## config.mk

```make
export PLATFORM = sky130hd
export DESIGN_NAME = integer_to_ascii_formatter
export DESIGN_NICKNAME = d
export VERILOG_FILES = /design/src/rtl/i2a_pkg.sv /design/src/rtl/integer_to_ascii_formatter.sv /design/src/rtl/i2a_front.sv /design/src/rtl/i2a_queue.sv /design/src/rtl/i2a_back.sv
export SDC_FILE = /design/constraint.sdc
export NUM_CORES = 1
export LEC_CHECK = 0
export BUFFER_PORTS_ARGS = -buffer_cell sky130_fd_sc_hd__buf_2
export CAP_MARGIN = 25
export CORE_UTILIZATION = 30
export DETAILED_ROUTE_END_ITERATION = 10
export GPL_TIMING_DRIVEN = 0
export PLACE_DENSITY = 0.48
export SLEW_MARGIN = 20
export SYNTH_ARGS = -nofsm -noshare
export SYNTH_HDL_FRONTEND = slang
export SYNTH_SLANG_ARGS = --single-unit
```

## constraint.sdc

```tcl
create_clock -name i_clk -period 14.1 [get_ports i_clk]
set_input_delay 0.705 -clock i_clk [delete_from_list [all_inputs] [get_ports i_clk]]
set_output_delay 0.705 -clock i_clk [all_outputs]
set_load 0.005 [all_outputs]
```

## src/rtl/i2a_pkg.sv

```systemverilog
// shared types, constants and helpers for the integer to ascii formatter
`timescale 1ns / 1ps

package i2a_pkg;

    localparam int VALUE_W    = 64;
    localparam int CNT_W      = 7;
    localparam int ND_W       = 5;
    localparam int BCD_DIGITS = 20;
    localparam int BCD_W      = 4 * BCD_DIGITS;
    localparam int HEX_DIGITS = 16;

    localparam logic [7:0] CH_SPACE = 8'h20;
    localparam logic [7:0] CH_MINUS = 8'h2D;
    localparam logic [7:0] CH_ZERO  = 8'h30;
    localparam logic [7:0] CH_NONE  = 8'h00;

    typedef enum logic [1:0] {
        MODE_SDEC = 2'd0,
        MODE_UDEC = 2'd1,
        MODE_LHEX = 2'd2,
        MODE_UHEX = 2'd3
    } t_mode;

    typedef struct packed {
        logic               hex;
        logic               upper;
        logic               neg;
        logic [VALUE_W-1:0] mag;
        logic [CNT_W-1:0]   width;
        logic               zero_fill;
        logic               flush_left;
        logic [CNT_W-1:0]   lim;
    } t_item;

    function automatic logic [7:0] digit_char(input logic [3:0] d, input logic upper);
        logic [7:0] c;
        if (d < 4'd10) begin
            c = CH_ZERO + {4'h0, d};
        end else if (upper) begin
            c = 8'h41 + {4'h0, d - 4'd10};
        end else begin
            c = 8'h61 + {4'h0, d - 4'd10};
        end
        return c;
    endfunction

endpackage

```

## src/rtl/integer_to_ascii_formatter.sv

```systemverilog
// top level of the integer to ascii formatter
`timescale 1ns / 1ps

// Formats one 64-bit integer per input transaction as printf-style text.
// Input channel: i_valid / o_stall with mode, value, width, zero_fill,
// flush_left and room. Output channel: o_valid / i_stall, one transaction
// per character, most significant first, o_last on the final one. A room
// of zero gives a single transaction with o_has_char low and o_last high.
// Up to two transactions wait in a queue between the front end and the
// conversion engine, so the input keeps taking work while text drains.
// Decimal modes: double-dabble conversion, two bits per cycle, then
// stripping of up to 19 leading zero digits. Hex modes skip the
// double-dabble and only strip leading zero digits, up to 15 of them.
// After that one character per cycle while i_stall is low; a stalled
// character is held in the output register until taken.
// Reset is synchronous; it empties the queue and drops any pending output.
module integer_to_ascii_formatter
    import i2a_pkg::*;
#(
    parameter int MAX_CHARS = 64
) (
    input  logic               i_clk,
    input  logic               i_rst_n,
    input  logic               i_valid,
    output logic               o_stall,
    input  logic [1:0]         i_mode,
    input  logic [VALUE_W-1:0] i_value,
    input  logic [CNT_W-1:0]   i_width,
    input  logic               i_zero_fill,
    input  logic               i_flush_left,
    input  logic [CNT_W-1:0]   i_room,
    output logic               o_valid,
    input  logic               i_stall,
    output logic [7:0]         o_character,
    output logic               o_has_char,
    output logic               o_last
);

    logic  q_full;
    logic  q_push;
    t_item q_in;
    logic  q_pop;
    logic  q_valid;
    t_item q_out;

    i2a_front #(
        .MAX_CHARS(MAX_CHARS)
    ) u_front (
        .i_valid      (i_valid),
        .i_mode       (i_mode),
        .i_value      (i_value),
        .i_width      (i_width),
        .i_zero_fill  (i_zero_fill),
        .i_flush_left (i_flush_left),
        .i_room       (i_room),
        .i_q_full     (q_full),
        .o_stall      (o_stall),
        .o_push       (q_push),
        .o_item       (q_in)
    );

    i2a_queue u_queue (
        .i_clk   (i_clk),
        .i_rst_n (i_rst_n),
        .i_push  (q_push),
        .i_data  (q_in),
        .o_full  (q_full),
        .i_pop   (q_pop),
        .o_valid (q_valid),
        .o_data  (q_out)
    );

    i2a_back u_back (
        .i_clk       (i_clk),
        .i_rst_n     (i_rst_n),
        .i_q_valid   (q_valid),
        .i_q_item    (q_out),
        .o_pop       (q_pop),
        .o_valid     (o_valid),
        .i_stall     (i_stall),
        .o_character (o_character),
        .o_has_char  (o_has_char),
        .o_last      (o_last)
    );

    a_empty_is_last: assert property (@(posedge i_clk) disable iff (!i_rst_n)
        o_valid && !o_has_char |-> o_last && (o_character == CH_NONE))
        else $error("empty transaction not marked last");

    a_char_set: assert property (@(posedge i_clk) disable iff (!i_rst_n)
        o_valid && o_has_char |->
            ((o_character >= 8'h30) && (o_character <= 8'h39)) ||
            ((o_character >= 8'h41) && (o_character <= 8'h46)) ||
            ((o_character >= 8'h61) && (o_character <= 8'h66)) ||
            (o_character == CH_SPACE) || (o_character == CH_MINUS))
        else $error("character outside the output set");

    a_pop_needs_entry: assert property (@(posedge i_clk) disable iff (!i_rst_n)
        q_pop |-> q_valid)
        else $error("queue popped while empty");

endmodule

```

## src/rtl/i2a_front.sv

```systemverilog
// front end: takes input transactions and classifies them into queue entries
`timescale 1ns / 1ps

module i2a_front
    import i2a_pkg::*;
#(
    parameter int MAX_CHARS = 64
) (
    input  logic               i_valid,
    input  logic [1:0]         i_mode,
    input  logic [VALUE_W-1:0] i_value,
    input  logic [CNT_W-1:0]   i_width,
    input  logic               i_zero_fill,
    input  logic               i_flush_left,
    input  logic [CNT_W-1:0]   i_room,
    input  logic               i_q_full,
    output logic               o_stall,
    output logic               o_push,
    output t_item              o_item
);

    t_mode mode;
    logic  neg;

    assign mode    = t_mode'(i_mode);
    assign neg     = (mode == MODE_SDEC) && i_value[VALUE_W-1];
    assign o_stall = i_q_full;
    assign o_push  = i_valid && !i_q_full;

    always_comb begin
        o_item            = '0;
        o_item.hex        = (mode == MODE_LHEX) || (mode == MODE_UHEX);
        o_item.upper      = (mode == MODE_UHEX);
        o_item.neg        = neg;
        o_item.mag        = neg ? (~i_value + VALUE_W'(1)) : i_value;
        o_item.width      = i_width;
        o_item.zero_fill  = i_zero_fill && !i_flush_left;
        o_item.flush_left = i_flush_left;
        o_item.lim        = (32'(i_room) < MAX_CHARS) ? i_room : CNT_W'(MAX_CHARS);
    end

endmodule

```

## src/rtl/i2a_queue.sv

```systemverilog
// two-entry queue between the front end and the back end
`timescale 1ns / 1ps

module i2a_queue
    import i2a_pkg::*;
(
    input  logic  i_clk,
    input  logic  i_rst_n,
    input  logic  i_push,
    input  t_item i_data,
    output logic  o_full,
    input  logic  i_pop,
    output logic  o_valid,
    output t_item o_data
);

    t_item      r_mem [2];
    logic       r_wr_ptr;
    logic       r_rd_ptr;
    logic [1:0] r_count;

    assign o_full  = (r_count == 2'd2);
    assign o_valid = (r_count != 2'd0);
    assign o_data  = r_mem[r_rd_ptr];

    always_ff @(posedge i_clk) begin
        if (i_push) begin
            r_mem[r_wr_ptr] <= i_data;
        end
    end

    always_ff @(posedge i_clk) begin
        if (!i_rst_n) begin
            r_wr_ptr <= 1'b0;
            r_rd_ptr <= 1'b0;
            r_count  <= 2'd0;
        end else begin
            if (i_push) begin
                r_wr_ptr <= !r_wr_ptr;
            end
            if (i_pop) begin
                r_rd_ptr <= !r_rd_ptr;
            end
            r_count <= r_count + 2'(i_push) - 2'(i_pop);
        end
    end

endmodule

```

## src/rtl/i2a_back.sv

```systemverilog
// back end: digit conversion, digit count and character emission
`timescale 1ns / 1ps

module i2a_back
    import i2a_pkg::*;
(
    input  logic       i_clk,
    input  logic       i_rst_n,
    input  logic       i_q_valid,
    input  t_item      i_q_item,
    output logic       o_pop,
    output logic       o_valid,
    input  logic       i_stall,
    output logic [7:0] o_character,
    output logic       o_has_char,
    output logic       o_last
);

    typedef enum logic [1:0] {
        ST_IDLE,
        ST_CONV,
        ST_NORM,
        ST_EMIT
    } t_state;

    t_state             r_state;
    logic               r_upper;
    logic               r_neg;
    logic [CNT_W-1:0]   r_width;
    logic               r_zp;
    logic               r_la;
    logic [CNT_W-1:0]   r_lim;
    logic [VALUE_W-1:0] r_bin;
    logic [BCD_W-1:0]   r_bcd;
    logic [4:0]         r_step;
    logic [ND_W-1:0]    r_nd;
    logic [CNT_W-1:0]   r_pad;
    logic               r_sign;
    logic [CNT_W-1:0]   r_n;
    logic [CNT_W-1:0]   r_cnt;
    logic               r_out_valid;
    logic [7:0]         r_char;
    logic               r_has;
    logic               r_last;

    logic             out_free;
    logic [BCD_W-1:0] dd_next;
    logic [CNT_W-1:0] total;
    logic [CNT_W-1:0] pad;
    logic [7:0]       flen;
    logic [CNT_W-1:0] n_count;
    logic             pre_sp;
    logic             use_zero;
    logic [7:0]       sel_char;
    logic             top_zero;

    function automatic logic [BCD_W-1:0] dd_step(input logic [BCD_W-1:0] b, input logic bit_in);
        logic [BCD_W-1:0] a;
        a = b;
        for (int k = 0; k < BCD_DIGITS; k++) begin
            if (a[4*k +: 4] >= 4'd5) begin
                a[4*k +: 4] = a[4*k +: 4] + 4'd3;
            end
        end
        return {a[BCD_W-2:0], bit_in};
    endfunction

    assign out_free = !r_out_valid || !i_stall;
    assign o_pop    = (r_state == ST_IDLE) && i_q_valid;
    assign dd_next  = dd_step(dd_step(r_bcd, r_bin[VALUE_W-1]), r_bin[VALUE_W-2]);
    assign top_zero = (r_bcd[BCD_W-1 -: 4] == 4'h0);

    assign total   = CNT_W'(r_nd) + CNT_W'(r_neg);
    assign pad     = (r_width > total) ? (r_width - total) : '0;
    assign flen    = 8'(pad) + 8'(total);
    assign n_count = (8'(r_lim) < flen) ? r_lim : CNT_W'(flen);

    assign pre_sp   = !r_la && !r_zp && (r_pad != '0);
    assign use_zero = r_zp && (r_pad != '0);

    always_comb begin
        if (pre_sp) begin
            sel_char = CH_SPACE;
        end else if (r_sign) begin
            sel_char = CH_MINUS;
        end else if (use_zero) begin
            sel_char = CH_ZERO;
        end else if (r_nd != '0) begin
            sel_char = digit_char(r_bcd[BCD_W-1 -: 4], r_upper);
        end else begin
            sel_char = CH_SPACE;
        end
    end

    always_ff @(posedge i_clk) begin
        if (!i_rst_n) begin
            r_state     <= ST_IDLE;
            r_out_valid <= 1'b0;
        end else begin
            if (!i_stall && (r_state != ST_EMIT)) begin
                r_out_valid <= 1'b0;
            end
            case (r_state)
                ST_IDLE: begin
                    if (i_q_valid) begin
                        r_upper <= i_q_item.upper;
                        r_neg   <= i_q_item.neg;
                        r_width <= i_q_item.width;
                        r_zp    <= i_q_item.zero_fill;
                        r_la    <= i_q_item.flush_left;
                        r_lim   <= i_q_item.lim;
                        r_bin   <= i_q_item.mag;
                        r_step  <= '0;
                        if (i_q_item.lim == '0) begin
                            r_state <= ST_EMIT;
                        end else if (i_q_item.hex) begin
                            r_bcd   <= {i_q_item.mag, {(BCD_W-VALUE_W){1'b0}}};
                            r_nd    <= ND_W'(HEX_DIGITS);
                            r_state <= ST_NORM;
                        end else begin
                            r_bcd   <= '0;
                            r_nd    <= ND_W'(BCD_DIGITS);
                            r_state <= ST_CONV;
                        end
                    end
                end
                ST_CONV: begin
                    r_bcd  <= dd_next;
                    r_bin  <= {r_bin[VALUE_W-3:0], 2'b00};
                    r_step <= r_step + 5'd1;
                    if (r_step == 5'd31) begin
                        r_state <= ST_NORM;
                    end
                end
                ST_NORM: begin
                    if ((r_nd > ND_W'(1)) && top_zero) begin
                        r_bcd <= {r_bcd[BCD_W-5:0], 4'h0};
                        r_nd  <= r_nd - ND_W'(1);
                    end else begin
                        r_pad   <= pad;
                        r_sign  <= r_neg;
                        r_n     <= n_count;
                        r_cnt   <= '0;
                        r_state <= ST_EMIT;
                    end
                end
                ST_EMIT: begin
                    if (out_free) begin
                        r_out_valid <= 1'b1;
                        if (r_lim == '0) begin
                            r_char  <= CH_NONE;
                            r_has   <= 1'b0;
                            r_last  <= 1'b1;
                            r_state <= ST_IDLE;
                        end else begin
                            r_char <= sel_char;
                            r_has  <= 1'b1;
                            r_last <= (r_cnt == r_n - CNT_W'(1));
                            r_cnt  <= r_cnt + CNT_W'(1);
                            if (pre_sp) begin
                                r_pad <= r_pad - CNT_W'(1);
                            end else if (r_sign) begin
                                r_sign <= 1'b0;
                            end else if (use_zero) begin
                                r_pad <= r_pad - CNT_W'(1);
                            end else if (r_nd != '0) begin
                                r_bcd <= {r_bcd[BCD_W-5:0], 4'h0};
                                r_nd  <= r_nd - ND_W'(1);
                            end else begin
                                r_pad <= r_pad - CNT_W'(1);
                            end
                            if (r_cnt == r_n - CNT_W'(1)) begin
                                r_state <= ST_IDLE;
                            end
                        end
                    end
                end
                default: begin
                    r_state <= ST_IDLE;
                end
            endcase
        end
    end

    assign o_valid     = r_out_valid;
    assign o_character = r_char;
    assign o_has_char  = r_has;
    assign o_last      = r_last;

endmodule

```

; ---- Yosys cells after proc, flatten, opt, wreduce, memory -nomap -nowiden
; Memory sizes are Yosys's and may differ from the RTL's. A register that Yosys moved wholly into a read port is not among the register bits.
; Index checks and enable logic that the tools add are counted.
; Widths: inputs -> output; s select.
[totals]
ramBits = 166
memories = 1
regBits = 211
in_bits = 86
output_inout_bits = 12
word_cells = 305
[op_classes]
eq_ne = 23
mux = 110
n_bitwise = 3
addsub = 55
n_reduce_logical = 43
order_cmp = 45
[mem_list]
columns = memory, depth, width, read_ports, rd_ports_with_merged_regs, wr, line
row1 = u_queue.r_mem, 2, 83, 1, 1, 1, i2a_queue.sv:17  ; t_item r_mem [2];
[op_table]
columns = cell, n
row1 = $mux 80, 10
row2 = $pmux 80 s4, 1
row3 = $ge 4x3->1 const B, 40
row4 = $add 4x2->4 const B, 38
row5 = $mux 4, 38
row6 = $mux 64, 2
row7 = $pmux 64 s2, 1
row8 = $mux 7, 13
row9 = $add 64x1->64 const B, 1
row10 = $not 64->64, 1
row11 = $mux 5, 10
row12 = $pmux 7 s2, 2
row13 = $mux 6, 4
row14 = $add 7x4->8 const A, 2
row15 = $mux 2, 8
row16 = $mux 8, 2
row17 = $pmux 5 s3, 1
row18 = $logic_not 7->1, 2
row19 = $ne 2x2->1 const B, 7
row20 = $sub 7x1->7 const B, 2
row21 = $mux 1, 12
row22 = $reduce_and 3->1, 4
row23 = $reduce_and 11->1, 1
row24 = $eq 2x2->1 const B, 5
row25 = 44 further kinds, 72

; ---- Longest topological paths before layout
; Gate-level depths: netlist (run 1).
[logic_depth]
ltp_word = 8
mapped_depth = 25
mapped_depth_nobuf = 24

; ---- Modules after synthesis
; A second synthesis (run 1) with hierarchy kept.
[hier_totals]
cells_unflattened = 1847
hier_area_um2 = 22157.5
[by_module_without_submodules]
columns = module, n_inst, seq_area_each_um2, area_per_inst_um2, cells_each
row1 = i2a_back, 1, 6155.9, 14029.7, 1334
row2 = i2a_queue, 1, 5084.9, 6566.3, 279
row3 = i2a_front, 1, 0.0, 1561.5, 234

; ---- Least setup slack after synthesis (run 1)
; No wires, ideal clock.
[synth_timing]
kind = register -> register
start = register u_back.r_nd[0]
end = register u_back.r_n[0], data pin
synth_period_minus_slack_ns = 5.503
path_buffers = 1
setup_ns = 0.260
arrival_ns = 5.243
required_ns = 13.840
path_stages_with_launch = 25
path_slack_ns = 8.597
path_cell_list = edfxtp_1 > ha_1 > ha_1 > nand3_1 > xor2_1 > ha_1 > nand2_1 > a211oi_1 > or4_1 > buf_2 > nand3_2 > or2_2 > inv_1 > ha_1 > and3b_1 > nand3_1 > inv_1 > a31oi_2 > a22oi_2 > xnor2_1 > ha_1 > a21o_1 > a211o_1 > o22ai_4 > mux2_4
[synth_between]
elab_chain_len = 6
elab_cells_between_ends = 7
cone_classes = add/sub (3) / order compare (2) / mux (2)
[synth_rtl]
columns = element, line
row1 = "start, declared", i2a_back.sv:36  ; logic [ND_W-1:0] r_nd;
row2 = "start signal, assigned", i2a_back.sv:118  ; r_nd <= ND_W'(HEX_DIGITS);
row3 = "start signal, assigned", i2a_back.sv:122  ; r_nd <= ND_W'(BCD_DIGITS);
row4 = "start signal, assigned", i2a_back.sv:138  ; r_nd <= r_nd - ND_W'(1);
row5 = $add 5x1->6 *, i2a_back.sv:73  ; assign total = CNT_W'(r_nd) + CNT_W'(r_neg);
row6 = $sub 7x7->7 or $gt 7x7->1 (tied branches), i2a_back.sv:74  ; assign pad = (r_width > total) ? (r_width - total) : '0;
row7 = $mux 7, i2a_back.sv:74
row8 = $add 7x7->8 *, i2a_back.sv:75  ; assign flen = 8'(pad) + 8'(total);
row9 = $lt 7x8->1, i2a_back.sv:76  ; assign n_count = (8'(r_lim) < flen) ? r_lim : CNT_W'(flen);
row10 = $mux 7 *, i2a_back.sv:76
row11 = via u_back.n_count[0], i2a_back.sv:51  ; logic [CNT_W-1:0] n_count;
row12 = "end signal, assigned", i2a_back.sv:142  ; r_n <= n_count;
row13 = "end, declared", i2a_back.sv:39  ; logic [CNT_W-1:0] r_n;
; The timed path passes the listed nets; every way through them passes the cells marked *.
; A chain may end at the register's enable or synchronous reset.

; ---- Worst setup path in the final report (run 1)
; Same ends and word-level chain as after synthesis.

==> impl_metrics.csv, run 1 <==
group,metric,value,unit
power,power_frac_clock,20.8,%
floorplanning,die_x,271,um
global_route,grt_pass1_wl,88.2,mm
worst_setup_path,crit_fanout,8,
global_route,grt.busiest_layer,"met2",
sta,rsz0062_at_grt,"no",
finish,layout-drive-gt1-share,15.6,%
global_route,grt_max_degree,45,
sta,hold_viol,0,
global_route,grt_use_met1,20.9,%
power,irDropWorstVdd,0.0917,mV
global_route,grt_pass1_vias,14698,
detailed_routing,drtIter0Drc,951,
detailed_routing,via_per_inst,4.93,
clock_network,hold_buffers,0,
finish,nets,2231,
power,p_sw_share,38.7,%
place,hpwl,43.4,mm
logic_synthesis,async_flop_share,0,%
detailed_routing,vias,14830,
floorplanning,core,71700,um^2
clock_network,clockBufferDepth,3,
sta,setup_viol,0,
run_status,outcome,"completed",
power,p_seq_share,32.1,%
clock_network,post_cts_buffers,0,
logic_synthesis,ys_types,76,
logic_synthesis,synth_mux_area_share,10.3,%
detailed_routing,wire_per_inst,19.5,um
place,placed_cell_area,23700,um^2
logic_synthesis,synth_nets,2080,
detailed_routing,drc_errors,0,
sta,setup_tns,0,ps
power,p_int,3.49,mW
logic_synthesis,netlist_instances,1875,
logic_synthesis,synth_flop_cell,"edfxtp_1",
clock_network,htreeDepth,2,
place,place_congestion,0.824,
worst_setup_path,required,14410,ps
floorplanning,die-area,73700,um^2
sta,slew_viol_final,0,
worst_setup_path,start_kind,"register",
clock_network,cts_resized,0,
logic_synthesis,syn_area,21800,um^2
logic_synthesis,ys_seq_elements,377,
logic_synthesis,synth-simple-area-share,11.3,%
detailed_routing,dr.pass1.iters,5,
finish,final_area,25200,um^2
place,numPortBuffers,95,
finish,n_antenna_cell,0,
clock_network,cts_root_buf,"clkbuf_16",
sta,fmax,0.162,GHz
logic_synthesis,synth_compound_area_share,10.2,%
logic_synthesis,seq_area_frac_synth,51.6,%
power,p_leak,9.44,nW
logic_synthesis,synth_edf_count,369,
sta,tightest_slew,1080,ps
job,maxCapViolations,0,
clock_network,clk_latency,570,ps
finish,final_util,35.1,%
power,switchingPower,2.21,mW
floorplanning,row_count,98,
sta,slew_headroom,27.8,%
global_route,grt-ovfl-total,0,
sta,clock_skew,17.3,ps
power,pwr-share-comb,47.2,%
clock_network,cts_tree,"done",
global_route,grt_usage,15.7,%
worst_setup_path,cp-end-kind,"register",
floorplanning,top_level_ports,98,
detailed_routing,antenna_left,0,
logic_synthesis,synth_top_family_by_area,"simple AND/OR/NAND/NOR gates",
global_route,use_met2,25.9,%
global_route,grt_antenna_before_repair,0,
detailed_routing,routed_wirelength,58.6,mm
sta,fin_crit_sh,43.8,%
min_path,hold_path.class,"in2reg",
floorplanning,start_util,30.4,%
clock_network,clk_pin_slew,60,ps
logic_synthesis,syn_area_per_cell,11.6,um^2
power,pwr_density_cell,226,nW/um^2
clock_network,clock_sinks,377,
finish,area_delta_synth_final,15.6,%
clock_network,cts_buffers,44,
logic_synthesis,yosysWarnings,0,
logic_synthesis,synth_xor_area_share,6.02,%
sta,period_minus_slack,6170,ps
global_route,use_met3,2.24,%
logic_synthesis,synth_fa_ha_area_share,6.90,%
worst_setup_path,arrival,6480,ps
worst_setup_path,path_class,"reg2reg",
floorplanning,die_h,271,um
[registers in the layout, summed over array words and instances (netlist names), 2 cells and up, named ones only]
name and count:
u_back.o_character 7, u_back.r_bcd 80, u_back.r_bin 64, u_back.r_cnt 7, u_back.r_lim 7, u_back.r_n 7
u_back.r_nd 5, u_back.r_pad 7, u_back.r_state 2, u_back.r_step 5, u_back.r_width 7, u_queue.r_count 2
u_queue.r_mem 166
[critical path, cell delays in order, from the launching register on]
cell and delay, ps:
edfxtp_1 470, ha_1 260, ha_1 210, nand3_1 160, xor2_1 550, ha_1 240
nand2_1 90, a211oi_1 330, o22a_1 360, nand3_2 220, or2_2 370, inv_1 70
ha_1 210, and3b_1 190, nand3_1 80, inv_1 50, a31oi_2 220, a22oi_2 100
xnor2_1 220, ha_1 280, nand3_1 150, nor2_1 70, a211o_1 300, o22ai_4 330
mux2_4 340
[Yosys cell counts (45+ instances only)]
| cell type | number | share of area [%] |
|---|---|---|
| a221o_1 | 45 | 2.1 |
| edfxtp_1 | 369 | 51 |
| a21oi_1 | 117 | 2.7 |
| clkbuf_1 | 52 | 0.90 |
| inv_1 | 145 | 2.5 |
| xor2_1 | 53 | 2.1 |
| nand2_1 | 129 | 2.2 |
| nor2_1 | 127 | 2.2 |
| mux2_2 | 107 | 5.5 |
| ha_1 | 117 | 6.7 |
| mux2i_1 | 102 | 4.7 |
| xnor2_1 | 95 | 3.8 |
| o21ai_0 | 68 | 1.6 |
[final timing paths]
kind	startpoint	end	slack, ps	cells after the start
hold / removal	i_width[2]	u_queue.r_mem[1][11]$_DFFE_PP_	330	1
setup reg to reg	u_back.r_nd[0]$_SDFFCE_PP0P_	u_back.r_n[0]$_DFFE_PP_	7930	24
hold reg to reg	u_queue.r_rd_ptr$_SDFFE_PN0P_	u_queue.r_rd_ptr$_SDFFE_PN0P_	500	2
setup / recovery	u_back.r_nd[0]$_SDFFCE_PP0P_	u_back.r_n[0]$_DFFE_PP_	7930	24
[per-layer routing]
metal,wire length (um),up-vias
met4,1870,0
met1,26800,7223
met2,27300,372
met5,0,-
met3,2660,91
li1,-,7144
[placed cells by master, fill, tap and decap left out, types with 6 or more instances in the layout]
master	count
o21ai_1	6
xor2_1	53
nor3b_1	25
a31oi_1	7
o31ai_1	7
ha_1	117
edfxtp_1	369
a21boi_0	6
nor3_1	34
a221o_1	45
mux2_2	107
nand3_1	11
and2_1	17
nor2_1	125
o21a_1	8
buf_16	6
and3_1	7
o21ai_0	68
o221ai_1	24
bufinv_16	7
mux2i_1	102
dfxtp_1	8
nand2b_1	41
inv_1	145
buf_2	98
or3_1	13
nor2b_1	36
xnor2_1	95
a21oi_1	116
clkbuf_16	45
nor4_1	9
nand2_1	129
or4_1	6
clkbuf_1	60
[power by group through the flow]
stage,combinational [mW],sequential [mW],clock [mW]
3_3_place_gp,2.57,1.89,0
3_5_place_dp,2.70,1.85,0
5_1_grt,2.97,1.86,1.25
2_1_floorplan,1.96,1.81,0
4_1_cts,2.71,1.83,1.22
6_report,2.69,1.83,1.18
[cell type report]
cell class / count / area, um^2
inverters: 145 / 544
repair buffers: 105 / 716
fillers: 7041 / 46500
clock inverters: 19 / 278
clock buffers: 57 / 1180
plain buffers: 61 / 249
multi-input cells: 1292 / 9790
well taps: 950 / 1190
flip-flops and latches: 377 / 11200
[per-stage QoR]
stage          total power [mW]  setup slack, ps  instances  hold slack, ps
3_3_place_gp               4.46             5610       2920             487
4_1_cts                    5.75             7930       3006             298
5_1_grt                    6.08             7550       3006             306
2_1_floorplan              3.77             8600       1875             468
3_5_place_dp               4.54             7960       2930             497
6_report                   5.70             7930       3006             333
[cells by family (layout without fill, tap and decap cells)]
kind of cell               count (synthesis)  after routing
other                                      1              1
DFF                                      377            377
muxes                                    210            210
AOI/OAI and AO/OA                        329            329
adders and majority gates                119            119
xor gates and xnor gates                 149            149
and+or+nand+nor                          484            484
buffers and inverters                    206            387
Power figures use the tool's default switching activity.
==> run 2: changes to the inputs <==
--- a/config.mk
+++ b/config.mk
@@ -10,7 +10,7 @@
 export CORE_UTILIZATION = 30
 export DETAILED_ROUTE_END_ITERATION = 10
 export GPL_TIMING_DRIVEN = 0
-export PLACE_DENSITY = 0.48
+export PLACE_DENSITY = 0.49
 export SLEW_MARGIN = 20
 export SYNTH_ARGS = -nofsm -noshare
 export SYNTH_HDL_FRONTEND = slang
==> constraint.sdc (replaced) <==
create_clock -name i_clk -period 5.5 [get_ports i_clk]
set_input_delay 0.275 -clock i_clk [delete_from_list [all_inputs] [get_ports i_clk]]
set_output_delay 0.275 -clock i_clk [all_outputs]
set_load 0.005 [all_outputs]
==> impl_metrics.csv, run 2 (synthesis gave the netlist of run 1 again) <==
group,metric,value,unit
sta,slew_viol_final,0,
sta,period_minus_slack,5240,ps
worst_setup_path,required,5810,ps
finish,final_cell_mix,"edfxtp_1, inv_1, nand2_1, nor2_1, a21oi_1",
job,maxCapViolations,0,
clock_network,cts_tree,"done",
worst_setup_path,path_class,"reg2reg",
worst_setup_path,rrSetupSlack,260,ps
power,p_leak,9.58,nW
floorplanning,top_level_ports,98,
clock_network,clock_sinks,377,
power,irDropWorstVdd,0.282,mV
finish,nets,2250,
clock_network,clk_latency,570,ps
global_route,grt_max_degree,44,
detailed_routing,wire_per_inst,19.5,um
place,place_ws,-519,ps
sta,fmax,0.191,GHz
sta,fin_crit_sh,95.3,%
clock_network,clockBufferDepth,3,
global_route,grt_pass1_wl,89.5,mm
finish,regMostFlops,"u_queue.r_mem",
finish,final_common_cell,"edfxtp_1",
floorplanning,die_h,271,um
floorplanning,die_x,271,um
detailed_routing,antenna_left,0,
floorplanning,row_count,98,
sta,clock_skew,26.5,ps
floorplanning,core,71700,um^2
worst_setup_path,crit_path_cell_trace,"ha_2 > and3_1 > xor2_2 > inv_1 > ha_4 > nand2_2 > a211oi_2 > o22a_2 > nand3_4 > or2_4 > fa_2 > nor2b_1 > o21ai_1 > nand2b_1 > buf_4 > xor2_1 > xnor2_1 > ha_1 > nand3_1 > nor2_1 > a211o_1 > o22ai_4 > mux2_4",
finish,area_delta_synth_final,17.2,%
global_route,grt-ovfl-total,0,
global_route,grt_usage,15.9,%
detailed_routing,drc_errors,0,
finish,final_area,25500,um^2
sta,hold_viol,0,
sta,setup_viol,0,
min_path,hold_path.class,"in2reg",
worst_setup_path,critPathMaxStageDelay,420,ps
worst_setup_path,start_kind,"register",
floorplanning,start_util,30.4,%
clock_network,cts_root_buf,"clkbuf_16",
detailed_routing,routed_wirelength,59.0,mm
detailed_routing,via_per_inst,4.92,
worst_setup_path,cp-end-kind,"register",
place,place_congestion,0.844,
worst_setup_path,arrival,5550,ps
finish,layout-drive-gt1-share,16.9,%
place,placed_cell_area,23700,um^2
finish,n_antenna_cell,0,
global_route,grt_antenna_before_repair,1,
detailed_routing,dr.pass1.iters,5,
worst_setup_path,slowest_stage,"edfxtp_1",
sta,tightest_slew,1110,ps
sta,layout_setup_ws,260,ps
run_status,outcome,"completed",
finish,largest_reg_flops,166,
detailed_routing,drtIter0Drc,975,
finish,top_regs,"u_queue.r_mem x166, u_back.r_bcd x80, u_back.r_bin x64",
sta,slew_headroom,26.3,%
clock_network,clk_pin_slew,60,ps
clock_network,cts_buffers,43,
place,hpwl,43.3,mm
floorplanning,die-area,73700,um^2
worst_setup_path,crit_fanout,7,
sta,hold_ws,27.9,ps
clock_network,htreeDepth,2,
place,numPortBuffers,95,
finish,nFillCells,7023,
detailed_routing,vias,14890,
power,pwr_density_cell,585,nW/um^2
global_route,grt_pass1_vias,14833,
[run 2: layout make-up]
cell class	instances	area [um^2]	share of cell area (%)
buffer	61	251	0.985
clock buffer	50	1100	4.32
clock inverter	27	382	1.49
inverter	145	544	2.13
multi-input combinational	1292	9920	38.9
sequential	377	11200	44.0
tap	950	1190	4.66
timing repair buffer	125	898	3.52
[run 2: power breakdown]
part | switching [mW] | total (mW) | internal, mW
sequential | 0.423 | 4.69 | 4.26
clock | 1.20 | 3.10 | 1.90
combinational | 4.12 | 7.15 | 3.03
[run 2: path summary, 6_finish.rpt]
check | end | start | cells past startpoint
max | u_back.r_n[0]$_DFFE_PP_ | u_back.r_nd[0]$_SDFFCE_PP0P_ | 23
min reg2reg | register | u_queue.r_rd_ptr$_SDFFE_PN0P_ | 2
max reg2reg | u_back.r_n[0]$_DFFE_PP_ | u_back.r_nd[0]$_SDFFCE_PP0P_ | 23
min | u_queue.r_mem[0][82]$_DFFE_PP_ | i_mode[1] | 2
[run 2: critical path, delay by kind of cell (launching register included)]
| family | cells | cell delay (ps) |
|---|---|---|
| compound gates | 5 | 1190 |
| xor+xnor | 3 | 540 |
| fa+ha+maj | 4 | 1190 |
| buf+inv | 2 | 220 |
| flops | 1 | 420 |
| mux | 1 | 330 |
| simple gates | 8 | 1080 |
[run 2: timing repair]
action                                  4_1_cts  5_1_grt
setup buffers                                 4        6
endpoints found under the hold margin        20        0
gates resized for setup                       8       17
hold buffers                                 10        0
pin swaps                                     2        7
endpoints found under the setup margin        7        7
[run 2: per-stage QoR]
stage               setup TNS (ps)  power [mW]  instances  utilization [%]
floorplan                        0        9.66       1875                -
global placement           -354810        11.4       2920             32.7
detailed placement           -2550        11.7       2930             33.1
CTS                              0        14.9       3021             35.4
global route                 -3.13        15.9       3027             35.6
finish                           0        14.9       3027             35.6
[run 2: metal layers]
layer | share of wire (%) | track usage, %
met5 | 0.022 | 0
met3 | 4.6 | 2.18
met4 | 3.4 | 5.84
met1 | 45 | 21.0
met2 | 47 | 26.2
==> run 3: changes to the inputs <==
--- a/config.mk
+++ b/config.mk
@@ -7,6 +7,7 @@
 export LEC_CHECK = 0
 export BUFFER_PORTS_ARGS = -buffer_cell sky130_fd_sc_hd__buf_2
 export CAP_MARGIN = 25
+export CORE_ASPECT_RATIO = 1.75
 export CORE_UTILIZATION = 30
 export DETAILED_ROUTE_END_ITERATION = 10
 export GPL_TIMING_DRIVEN = 0
==> impl_metrics.csv, run 3 (synthesis gave the netlist of run 1 again) <==
group,metric,value,unit
worst_setup_path,worst_path_most_repeated_cell,"ha_1",
finish,nFillCells,7150,
power,p_leak,9.51,nW
worst_setup_path,slowest_stage,"or4_1",
detailed_routing,drc_errors,0,
finish,n_antenna_cell,0,
worst_setup_path,required,5810,ps
place,place_congestion,0.863,
sta,slew_viol_final,0,
sta,fin_crit_sh,96.5,%
worst_setup_path,crit_fanout,6,
global_route,grt_antenna_before_repair,4,
sta,hold_viol,0,
worst_setup_path,crit_path_cell_trace,"ha_2 > ha_4 > nand3_4 > xor2_4 > ha_1 > nand2_1 > a211oi_2 > or4_1 > clkbuf_4 > nand3_4 > nor2_1 > ha_1 > nor2b_1 > o21ai_0 > nand2b_1 > a311oi_2 > xnor2_2 > ha_1 > nand3_1 > nor2_1 > a211o_1 > o22ai_4 > mux2_4",
global_route,grt_pass1_vias,15458,
worst_setup_path,rrSetupSlack,190,ps
sta,period_minus_slack,5310,ps
job,maxCapViolations,0,
worst_setup_path,r2r-end,"u_back.r_n[0]$_DFFE_PP_",
floorplanning,die_x,206,um
worst_setup_path,start_kind,"register",
clock_network,cts_tree,"done",
worst_setup_path,ff2ff_path_depth,23,
finish,final_util,35.2,%
min_path,hold_path.class,"in2reg",
place,dp_cells,2906,
floorplanning,start_util,30.3,%
worst_setup_path,crit_buf_inv,1,
floorplanning,row_count,130,
detailed_routing,dr.pass1.iters,5,
worst_setup_path,crit_end,"u_back.r_n[0]$_DFFE_PP_",
worst_setup_path,setup.worst_path.start,"u_back.r_nd[0]$_SDFFCE_PP0P_",
global_route,grt_max_degree,49,
finish,regMostFlops,"u_queue.r_mem",
sta,tightest_slew,1040,ps
sta,slew_headroom,30.8,%
worst_setup_path,cp.depth,23,
detailed_routing,wire_per_inst,19.8,um
worst_setup_path,cp-end-kind,"register",
floorplanning,core,71900,um^2
min_path,hold_depth,1,
finish,area_delta_synth_final,16.3,%
power,pwr_density_cell,579,nW/um^2
clock_network,htreeDepth,2,
worst_setup_path,path_class,"reg2reg",
finish,nets,2253,
worst_setup_path,regToRegStartpoint,"u_back.r_nd[0]$_SDFFCE_PP0P_",
worst_setup_path,arrival,5620,ps
finish,fin_cells,3003,
clock_network,clock_sinks,377,
detailed_routing,routed_wirelength,59.5,mm
detailed_routing,vias,14930,
finish,final_cell_mix,"edfxtp_1, inv_1, nand2_1, nor2_1, a21oi_1",
run_status,outcome,"completed",
global_route,grt_pass1_wl,89.6,mm
sta,setup_viol,0,
floorplanning,die_h,359,um
global_route,grt-ovfl-total,0,
detailed_routing,drtIter0Drc,606,
floorplanning,die-area,73800,um^2
worst_setup_path,critPathTopFamily,"simple AND/OR/NAND/NOR gates",
sta,clock_skew,19.3,ps
finish,final_common_cell,"edfxtp_1",
finish,top_regs,"u_queue.r_mem x166, u_back.r_bcd x80, u_back.r_bin x64",
place,numPortBuffers,95,
finish,layout-drive-gt1-share,16.8,%
global_route,grt_usage,16.2,%
detailed_routing,via_per_inst,4.97,
clock_network,cts_buffers,39,
floorplanning,top_level_ports,98,
sta,fmax,0.188,GHz
clock_network,clk_pin_slew,60,ps
power,irDropWorstVdd,0.225,mV
clock_network,cts_root_buf,"clkbuf_16",
finish,largest_reg_flops,166,
clock_network,clk_latency,560,ps
place,hpwl,45.8,mm
worst_setup_path,critPathMaxStageDelay,470,ps
clock_network,clockBufferDepth,3,
detailed_routing,antenna_left,0,
## run 3: layout make-up
| cell class | instances | area (um^2) | area share [%] |
|---|---|---|---|
| plain buffers | 61 | 250 | 0.988 |
| multi-input cells | 1292 | 9910 | 39.1 |
| inverters | 145 | 544 | 2.15 |
| repair buffers | 132 | 943 | 3.72 |
| well taps | 924 | 1160 | 4.56 |
| flip-flops and latches | 377 | 11200 | 44.4 |
| clock inverters | 25 | 264 | 1.04 |
| clock buffers | 47 | 1030 | 4.05 |
## run 3: worst register-to-register path: cells and delay by family, from the launching register on
family	cells	cell delay, ps
AO/OA/AOI/OAI	5	1090
flip-flops	1	370
buffers and inverters	1	200
adder cells (fa/ha/maj)	5	1310
multiplexers	1	320
XOR/XNOR	2	390
AND/OR/NAND/NOR	9	1390
## run 3: worst min path at each step
stage,from,endpoint,slack [ps]
CTS,i_room[6],u_queue.r_mem[0][6]$_DFFE_PP_,30
floorplan,i_width[1],u_queue.r_mem[0][10]$_DFFE_PP_,370
finish,i_room[6],u_queue.r_mem[0][6]$_DFFE_PP_,40
detailed placement,i_width[6],u_queue.r_mem[0][15]$_DFFE_PP_,470
global placement,i_width[5],u_queue.r_mem[0][14]$_DFFE_PP_,470
global route,i_room[6],u_queue.r_mem[1][6]$_DFFE_PP_,40
## run 3: per-layer routing
metal	routed length (um)	track usage, %
met5	0	0
met2	32700	31.6
met4	2590	7.30
met1	22300	17.2
met3	1870	1.50
## run 3: report_power, final
group / switching (mW) / leakage (nW) / total [mW] / internal (mW)
sequential: 0.430 / 3.52 / 4.69 / 4.26
combinational: 4.14 / 5.35 / 7.25 / 3.10
clock: 1.15 / 0.634 / 2.73 / 1.58
total: 5.72 / 9.51 / 14.7 / 8.94
## run 3: per-stage QoR
stage	TNS [ps]	cell area, um^2	hold slack [ps]	setup slack, ps	total power [mW]
2_1_floorplan	0	21800	374	144	9.66
3_3_place_gp	-342720	23400	466	-2500	11.5
3_5_place_dp	-2820	23700	468	-564	11.7
4_1_cts	0	25200	28.3	31.9	14.7
5_1_grt	-29.5	25300	39.7	-29.5	15.6
6_report	0	25300	41.1	192	14.7
## run 3: repair_timing
item,in CTS,in global routing
setup endpoints to repair,7,7
hold buffers,9,0
pin swaps,3,7
setup buffers,8,8
gates resized for setup,7,13
cloned,0,0
endpoints found under the hold margin,18,0
